===== config.mk =====
export PLATFORM = sky130hd
export DESIGN_NAME = integer_to_radix_string
export DESIGN_NICKNAME = d
export VERILOG_FILES = /design/src/hw/rtl/itors_pkg.sv /design/src/hw/rtl/integer_to_radix_string.sv
export SDC_FILE = /design/constraint.sdc
export NUM_CORES = 1
export LEC_CHECK = 0
export ABC_AREA = 1
export BUFFER_PORTS_ARGS = -buffer_cell sky130_fd_sc_hd__buf_2
export CAP_MARGIN = 20
export CORE_ASPECT_RATIO = 1.5
export CORE_MARGIN = 2
export CORE_UTILIZATION = 40
export DETAILED_ROUTE_END_ITERATION = 7
export SKIP_LAST_GASP = 1
export SYNTH_ARGS = -nofsm -noshare
export SYNTH_HDL_FRONTEND = slang
export SYNTH_SLANG_ARGS = --single-unit
export TNS_END_PERCENT = 5

===== constraint.sdc =====
create_clock -name clk_i -period 4.5 [get_ports clk_i]
set_clock_uncertainty 0.15 [all_clocks]
set_input_delay 0.45 -clock clk_i [delete_from_list [all_inputs] [get_ports clk_i]]
set_output_delay 0.45 -clock clk_i [all_outputs]
set_load 0.005 [all_outputs]

===== src/hw/rtl/itors_pkg.sv =====
// Package for the integer to radix string block: item types, the widths that
// follow from the value width, and the microcode program with its field codes.
// Depends on nothing; used by integer_to_radix_string.
package itors_pkg;

  localparam int unsigned VALUE_WIDTH = 32;
  localparam int unsigned RADIX_WIDTH = 6;
  localparam int unsigned CHAR_WIDTH  = 8;

  // Radix 2 gives the longest string: one digit per value bit.
  localparam int unsigned MAX_DIGITS = VALUE_WIDTH;
  localparam int unsigned DIG_IDX_W  = $clog2(MAX_DIGITS);
  localparam int unsigned DIG_CNT_W  = $clog2(MAX_DIGITS + 1);
  localparam int unsigned BIT_CNT_W  = $clog2(VALUE_WIDTH);

  localparam logic [RADIX_WIDTH-1:0] RADIX_MIN     = RADIX_WIDTH'(2);
  localparam logic [RADIX_WIDTH-1:0] RADIX_MAX     = RADIX_WIDTH'(36);
  localparam logic [RADIX_WIDTH-1:0] RADIX_DECIMAL = RADIX_WIDTH'(10);
  localparam logic [CHAR_WIDTH-1:0]  CHAR_MINUS    = 8'h2D;
  localparam logic [CHAR_WIDTH-1:0]  CHAR_ZERO     = 8'h30;
  // Letter digits start at ten, so 'A' minus ten.
  localparam logic [CHAR_WIDTH-1:0]  CHAR_ALPHA    = 8'h37;

  typedef struct packed {
    logic signed [VALUE_WIDTH-1:0] value;
    logic [RADIX_WIDTH-1:0]        radix;
  } in_item_t;

  typedef struct packed {
    logic [CHAR_WIDTH-1:0] character;
    logic                  last;
  } out_item_t;

  localparam int unsigned PC_W = 3;
  typedef logic [PC_W-1:0] pc_t;

  typedef enum logic [2:0] {
    OP_NOP,
    OP_LOAD,
    OP_CLR_REM,
    OP_DIV_BIT,
    OP_STORE,
    OP_SIGN,
    OP_READ,
    OP_EMIT
  } op_e;

  typedef enum logic [2:0] {
    C_ALWAYS,
    C_NEVER,
    C_IN_VALID,
    C_OUT_FREE,
    C_BIT_MORE,
    C_QUOT_NZ,
    C_NDIG_NZ
  } cond_e;

  // A step waits until wait_cond holds, then performs op, then goes to target
  // if br_cond holds and to the following step otherwise.
  typedef struct packed {
    cond_e wait_cond;
    op_e   op;
    cond_e br_cond;
    pc_t   target;
  } uword_t;

  localparam pc_t PC_IDLE     = 3'd0;
  localparam pc_t PC_DIV_INIT = 3'd1;
  localparam pc_t PC_DIV_BIT  = 3'd2;
  localparam pc_t PC_STORE    = 3'd3;
  localparam pc_t PC_SIGN     = 3'd4;
  localparam pc_t PC_READ     = 3'd5;
  localparam pc_t PC_EMIT     = 3'd6;
  localparam pc_t PC_RETURN   = 3'd7;

  function automatic uword_t ucode_rom(pc_t pc);
    uword_t w;
    unique case (pc)
      PC_IDLE:     w = '{C_IN_VALID, OP_LOAD,    C_NEVER,    PC_IDLE};
      PC_DIV_INIT: w = '{C_ALWAYS,   OP_CLR_REM, C_NEVER,    PC_IDLE};
      PC_DIV_BIT:  w = '{C_ALWAYS,   OP_DIV_BIT, C_BIT_MORE, PC_DIV_BIT};
      PC_STORE:    w = '{C_ALWAYS,   OP_STORE,   C_QUOT_NZ,  PC_DIV_INIT};
      PC_SIGN:     w = '{C_OUT_FREE, OP_SIGN,    C_NEVER,    PC_IDLE};
      PC_READ:     w = '{C_ALWAYS,   OP_READ,    C_NEVER,    PC_IDLE};
      PC_EMIT:     w = '{C_OUT_FREE, OP_EMIT,    C_NDIG_NZ,  PC_READ};
      PC_RETURN:   w = '{C_ALWAYS,   OP_NOP,     C_ALWAYS,   PC_IDLE};
      default:     w = '{C_ALWAYS,   OP_NOP,     C_ALWAYS,   PC_IDLE};
    endcase
    return w;
  endfunction

  function automatic logic [CHAR_WIDTH-1:0] digit_char(logic [RADIX_WIDTH-1:0] d);
    logic [CHAR_WIDTH-1:0] c;
    if (d < RADIX_WIDTH'(10)) begin
      c = CHAR_ZERO + CHAR_WIDTH'(d);
    end else begin
      c = CHAR_ALPHA + CHAR_WIDTH'(d);
    end
    return c;
  endfunction

endpackage


===== src/hw/rtl/integer_to_radix_string.sv =====
// Top level of the integer to radix string block: a microcoded sequencer over
// a bit-serial divider and a digit memory. Depends on itors_pkg.
//
// Usage: an item on the input channel carries a signed value and a radix; the
// block answers with the ASCII characters of the number, most significant
// digit first, one output item per character, with last set on the final one.
// Radix 10 writes a negative value as a minus sign and its magnitude; other
// radices read the value as an unsigned pattern. Radices outside 2..36 are
// clamped to the nearer end.
// Both channels use valid and stall. The input is stalled from the cycle after
// an item is taken until the sequencer leaves its return step, which follows the
// placing of the final character in the output register, so one item is in
// work at a time. Each digit comes from the restoring divider, which yields one
// quotient bit per cycle; all digits are divided out before the first is sent.
// A stalled receiver holds the current character; the sequencer waits at that
// step without losing anything. Reset returns the sequencer to its idle step
// and empties the output register; the digit memory is not cleared.
module integer_to_radix_string (
  input  logic                 clk_i,
  input  logic                 rst_ni,
  input  logic                 in_valid_i,
  output logic                 in_stall_o,
  input  itors_pkg::in_item_t  in_item_i,
  output logic                 out_valid_o,
  input  logic                 out_stall_i,
  output itors_pkg::out_item_t out_item_o
);
  import itors_pkg::*;

  pc_t                    pc_q, pc_d;
  logic [VALUE_WIDTH-1:0] quot_q, quot_d;
  logic [RADIX_WIDTH-1:0] rem_q, rem_d;
  logic [RADIX_WIDTH-1:0] radix_q, radix_d;
  logic [BIT_CNT_W-1:0]   bit_cnt_q, bit_cnt_d;
  logic [DIG_CNT_W-1:0]   ndig_q, ndig_d;
  logic                   neg_q, neg_d;
  logic                   out_valid_q, out_valid_d;
  out_item_t              out_item_q, out_item_d;

  logic [RADIX_WIDTH-1:0] dig_mem [MAX_DIGITS];
  logic [RADIX_WIDTH-1:0] rd_digit_q;
  logic                   mem_we, mem_re;
  logic [DIG_IDX_W-1:0]   mem_waddr, mem_raddr;

  uword_t                 uw;
  logic                   wait_ok, br_ok, out_free;
  logic [RADIX_WIDTH-1:0] radix_clamped;
  logic                   load_neg;
  logic [RADIX_WIDTH:0]   trial;
  logic [DIG_CNT_W-1:0]   ndig_dec;

  assign uw       = ucode_rom(pc_q);
  assign out_free = !out_valid_q || !out_stall_i;
  assign ndig_dec = ndig_q - DIG_CNT_W'(1);

  function automatic logic cond_eval(cond_e c, logic in_v, logic o_free, logic bit_more,
                                     logic quot_nz, logic ndig_nz);
    logic r;
    unique case (c)
      C_ALWAYS:   r = 1'b1;
      C_NEVER:    r = 1'b0;
      C_IN_VALID: r = in_v;
      C_OUT_FREE: r = o_free;
      C_BIT_MORE: r = bit_more;
      C_QUOT_NZ:  r = quot_nz;
      C_NDIG_NZ:  r = ndig_nz;
      default:    r = 1'b0;
    endcase
    return r;
  endfunction

  // Branch conditions look at the registers before the step's own update.
  assign wait_ok = cond_eval(uw.wait_cond, in_valid_i, out_free,
                             bit_cnt_q != BIT_CNT_W'(VALUE_WIDTH - 1),
                             quot_q != '0, ndig_q != '0);
  assign br_ok   = cond_eval(uw.br_cond, in_valid_i, out_free,
                             bit_cnt_q != BIT_CNT_W'(VALUE_WIDTH - 1),
                             quot_q != '0, ndig_q != '0);

  assign in_stall_o = (pc_q != PC_IDLE);

  always_comb begin
    if (in_item_i.radix < RADIX_MIN) begin
      radix_clamped = RADIX_MIN;
    end else if (in_item_i.radix > RADIX_MAX) begin
      radix_clamped = RADIX_MAX;
    end else begin
      radix_clamped = in_item_i.radix;
    end
    load_neg = (radix_clamped == RADIX_DECIMAL) && in_item_i.value[VALUE_WIDTH-1];
  end

  // One restoring division step: bring in the next dividend bit and subtract
  // the radix where it fits; the quotient bit shifts in from the right.
  assign trial = {rem_q, quot_q[VALUE_WIDTH-1]};

  always_comb begin
    pc_d        = pc_q;
    quot_d      = quot_q;
    rem_d       = rem_q;
    radix_d     = radix_q;
    bit_cnt_d   = bit_cnt_q;
    ndig_d      = ndig_q;
    neg_d       = neg_q;
    out_item_d  = out_item_q;
    out_valid_d = out_valid_q && out_stall_i;
    mem_we      = 1'b0;
    mem_re      = 1'b0;
    mem_waddr   = ndig_q[DIG_IDX_W-1:0];
    mem_raddr   = ndig_dec[DIG_IDX_W-1:0];

    if (wait_ok) begin
      pc_d = br_ok ? uw.target : pc_q + PC_W'(1);
      unique case (uw.op)
        OP_NOP: begin
        end
        OP_LOAD: begin
          radix_d = radix_clamped;
          neg_d   = load_neg;
          quot_d  = load_neg ? VALUE_WIDTH'(-in_item_i.value)
                             : VALUE_WIDTH'(in_item_i.value);
          ndig_d  = '0;
        end
        OP_CLR_REM: begin
          rem_d     = '0;
          bit_cnt_d = '0;
        end
        OP_DIV_BIT: begin
          bit_cnt_d = bit_cnt_q + BIT_CNT_W'(1);
          if (trial >= {1'b0, radix_q}) begin
            rem_d  = RADIX_WIDTH'(trial - {1'b0, radix_q});
            quot_d = {quot_q[VALUE_WIDTH-2:0], 1'b1};
          end else begin
            rem_d  = trial[RADIX_WIDTH-1:0];
            quot_d = {quot_q[VALUE_WIDTH-2:0], 1'b0};
          end
        end
        OP_STORE: begin
          mem_we = 1'b1;
          ndig_d = ndig_q + DIG_CNT_W'(1);
        end
        OP_SIGN: begin
          if (neg_q) begin
            out_valid_d          = 1'b1;
            out_item_d.character = CHAR_MINUS;
            out_item_d.last      = 1'b0;
          end
        end
        OP_READ: begin
          mem_re = 1'b1;
          ndig_d = ndig_dec;
        end
        OP_EMIT: begin
          out_valid_d          = 1'b1;
          out_item_d.character = digit_char(rd_digit_q);
          out_item_d.last      = (ndig_q == '0);
        end
        default: begin
        end
      endcase
    end
  end

  always_ff @(posedge clk_i or negedge rst_ni) begin
    if (!rst_ni) begin
      pc_q        <= PC_IDLE;
      out_valid_q <= 1'b0;
    end else begin
      pc_q        <= pc_d;
      out_valid_q <= out_valid_d;
    end
  end

  always_ff @(posedge clk_i) begin
    quot_q     <= quot_d;
    rem_q      <= rem_d;
    radix_q    <= radix_d;
    bit_cnt_q  <= bit_cnt_d;
    ndig_q     <= ndig_d;
    neg_q      <= neg_d;
    out_item_q <= out_item_d;
  end

  // Digits are produced least significant first and read back in reverse.
  always_ff @(posedge clk_i) begin
    if (mem_we) begin
      dig_mem[mem_waddr] <= rem_q;
    end
    if (mem_re) begin
      rd_digit_q <= dig_mem[mem_raddr];
    end
  end

  assign out_valid_o = out_valid_q;
  assign out_item_o  = out_item_q;

endmodule


==> qor.yml <==
fmax_ghz: 0.333
slowest_stage: "ha_2"
syn_area_um2: 13400
nNetsFinal: 1481
endpoint_kind: "flop"
drive_above_1_share_pct: 10.6
routed_wl_um: 32900
hold_violations: 0
drc_errors: 0
drt_iter0_drc: 570
clockBufferDepth: 3
grt_start_max_net_pins: 101
reg2reg_depth: 9
slowest_delay_ns: 0.84
crit_arrival_ns: 3.26
hold_slack_ns: 0.0201
register_area_um2: 7970
required_ns: 4.76
fin_ws_ns: 1.50
yosys_warnings: 0
crit_fanout: 50
synth.distinct_cells: 42
ctsHtreeMaxLevel: 1
yosys_register_bits: 266
clock_sinks: 266
tightest_slew_ns: 0.995
antenna_found_initial: 0
startpoint_type: "flop"
ant_nets: 0
die_area_um2: 34900
area_growth_pct: 10.0
cap_violations: 0
root_buffer: "clkbuf_16"
final.setup.tns_ns: 0
cts_setup_buffers: 0
p_per_area_nw_per_um2: 694
slew-limit-headroom_pct: 33.6
tritoncts: "yes"
crit_top_cell: "nand2_1"
port_buffers: 51
ys_seq_area_share_pct: 59.7
antennaDiodeCount: 0
rr_startpoint: "ndig_q[0]$_DFFE_PP_"
critPathKind: "flop to flop"
initial_core_util_pct: 40.3
drt_pass1_iterations: 5
cts_made_buffers: 24
outcome: "completed"
rows: 82
io-pin-count: 53
placed_cells: 1808
syn_nets: 1450
core_um2: 33100
place_worst_setup_slack_ns: 1.53
final_cells: 1851
grt_pass1_vias: 9664
viasPerCell: 5.21
rsz0062_at_grt: "no"
path_clk_slew_ns: 0.07
die_x_um: 153
placed_cell_area_um2: 13900
avgRoutedWirePerCell_um: 17.7
grt_remaining_overflow: 0
min_from: "out_stall_i"
syn_inst: 1384
syn_avg_cell_area_um2: 9.65
vdd_ir_drop_max_mv: 0.429
post-dp-hpwl_um: 22500
die_y_um: 228
worstHoldPathCells: 3
r2r_slack_ns: 1.50
cts_hold_buf: 1
r2r_end: "rd_digit_q[5]$_DFFE_PP_"
period_minus_slack_ns: 3.00
insertion_delay_ns: 0.54
gp_congestion: 0.901
p_leak_nw: 5.40
hold_end: "out_valid_o$_DFF_PN0_"
cts-resized-gates: 0
finalInstanceArea_um2: 14700
gr-usage-all-layers_pct: 18.7
timing.final.crit_share_pct: 66.7
setup_viol: 0
via_count: 9649
multi_input_area_um2: 4730
grt_first_pass_wirelength_um: 52000
min_path_type: "primary input to flop"
path_cells: "inv_4, ha_2, buf_12, o21ai_0, o211ai_1, o211ai_1, nand2_1, nand2_1, nand2_1"
drv_slew: 0
n_fill_cell: 3173
## cell usage after synthesis (all sizes together)
cell / number / area share [%]
a31oi: 2 / 0.21
fa: 1 / 0.15
or2: 3 / 0.14
nand3: 70 / 2.9
conb: 1 / 0.028
a211oi: 1 / 0.056
nand4: 15 / 0.70
nand3b: 2 / 0.11
buf: 40 / 2.2
o211ai: 38 / 2.1
o32ai: 1 / 0.066
xor2: 15 / 1.0
ha: 23 / 2.2
edfxtp: 262 / 59
o22ai: 3 / 0.14
o21ai: 157 / 5.9
nand2: 312 / 9.1
dfrtp: 4 / 0.75
nor3b: 1 / 0.056
inv: 75 / 2.1
xnor2: 7 / 0.60
o21bai: 3 / 0.17
a21oi: 16 / 0.63
nor3: 5 / 0.19
clkbuf: 21 / 0.59
nor2: 306 / 9.0
## where the power goes
group          internal (mW)  total [mW]  switching [mW]
combinational           1.27        4.29            3.03
sequential              3.53        3.81           0.272
clock                   1.19        2.10           0.909
## placed cells by master (no fill, tap or decap), drive strengths merged, types with 4 or more instances in the layout
master,netlist,final
a21oi,16,16
buf,40,65
clkbuf,21,27
clkinv,0,9
dfrtp,4,4
edfxtp,262,262
ha,23,23
inv,75,75
nand2,312,312
nand3,70,70
nand4,15,15
nor2,306,306
nor3,5,5
o211ai,38,38
o21ai,157,157
xnor2,7,7
xor2,15,15
## layer usage
layer,part of all wire [%],vias to the layer above,GRT usage [%]
li1,-,4769,-
met1,38,4590,20.6
met3,2.9,78,1.35
met5,0,-,0
met4,5.2,0,9.66
met2,54,212,35.4
## layout make-up
class,count,share of cell area [%]
inverters,75,1.93
flip-flops and latches,266,54.2
clock inverters,15,1.11
repair buffers,66,2.61
well taps,420,3.58
multi-input cells,982,32.2
clock buffers,27,4.31
## state kept, by name, summed over array words and instances, names as in the netlist
| register | flops |
|---|---|
| neg_q | 1 |
| rem_q | 6 |
| ndig_q | 6 |
| rd_digit_q | 6 |
| quot_q | 32 |
| pc_q | 3 |
| dig_mem | 192 |
| out_item_o | 8 |
| radix_q | 6 |
| bit_cnt_q | 5 |
| out_valid_o | 1 |
## how the worst max path moves through the flow
stage	startpoint	endpoint	slack, ns	cells after the start
3_5_place_dp	ndig_q[0]$_DFFE_PP_	rd_digit_q[0]$_DFFE_PP_	1.53	10
2_1_floorplan	pc_q[1]$_DFFE_PN0P_	quot_q[0]$_DFFE_PP_	0.99	9
4_1_cts	ndig_q[0]$_DFFE_PP_	rd_digit_q[0]$_DFFE_PP_	1.51	10
3_3_place_gp	ndig_q[0]$_DFFE_PP_	rd_digit_q[0]$_DFFE_PP_	1.56	10
6_report	ndig_q[0]$_DFFE_PP_	rd_digit_q[5]$_DFFE_PP_	1.50	9
5_1_grt	ndig_q[0]$_DFFE_PP_	rd_digit_q[1]$_DFFE_PP_	1.27	10
## logic make-up after synthesis
group	share of synthesized area (%)
xor+xnor	1.64
simple gates	22.1
other cells	0.0281
fa+ha+maj	2.31
buf+inv	4.92
compound gates	9.32
flops	59.7
## per-stage QoR
stage	total power, mW	util (%)
final	10.2	44.3
after global routing	10.9	44.3
after CTS	10.3	44.3
after detailed placement	8.18	41.9
after global placement	8.13	41.9
after floorplan	6.88	-
## critical path: cells and delay by family (launching register included)
family / cells / cell delay, ns
DFF: 1 / 0.44
buffers and inverters: 2 / 0.60
adders and majority gates: 1 / 0.84
and+or+nand+nor: 3 / 0.30
AOI/OAI and AO/OA: 3 / 0.52
No activity file was read; power rests on OpenSTA's default activity.
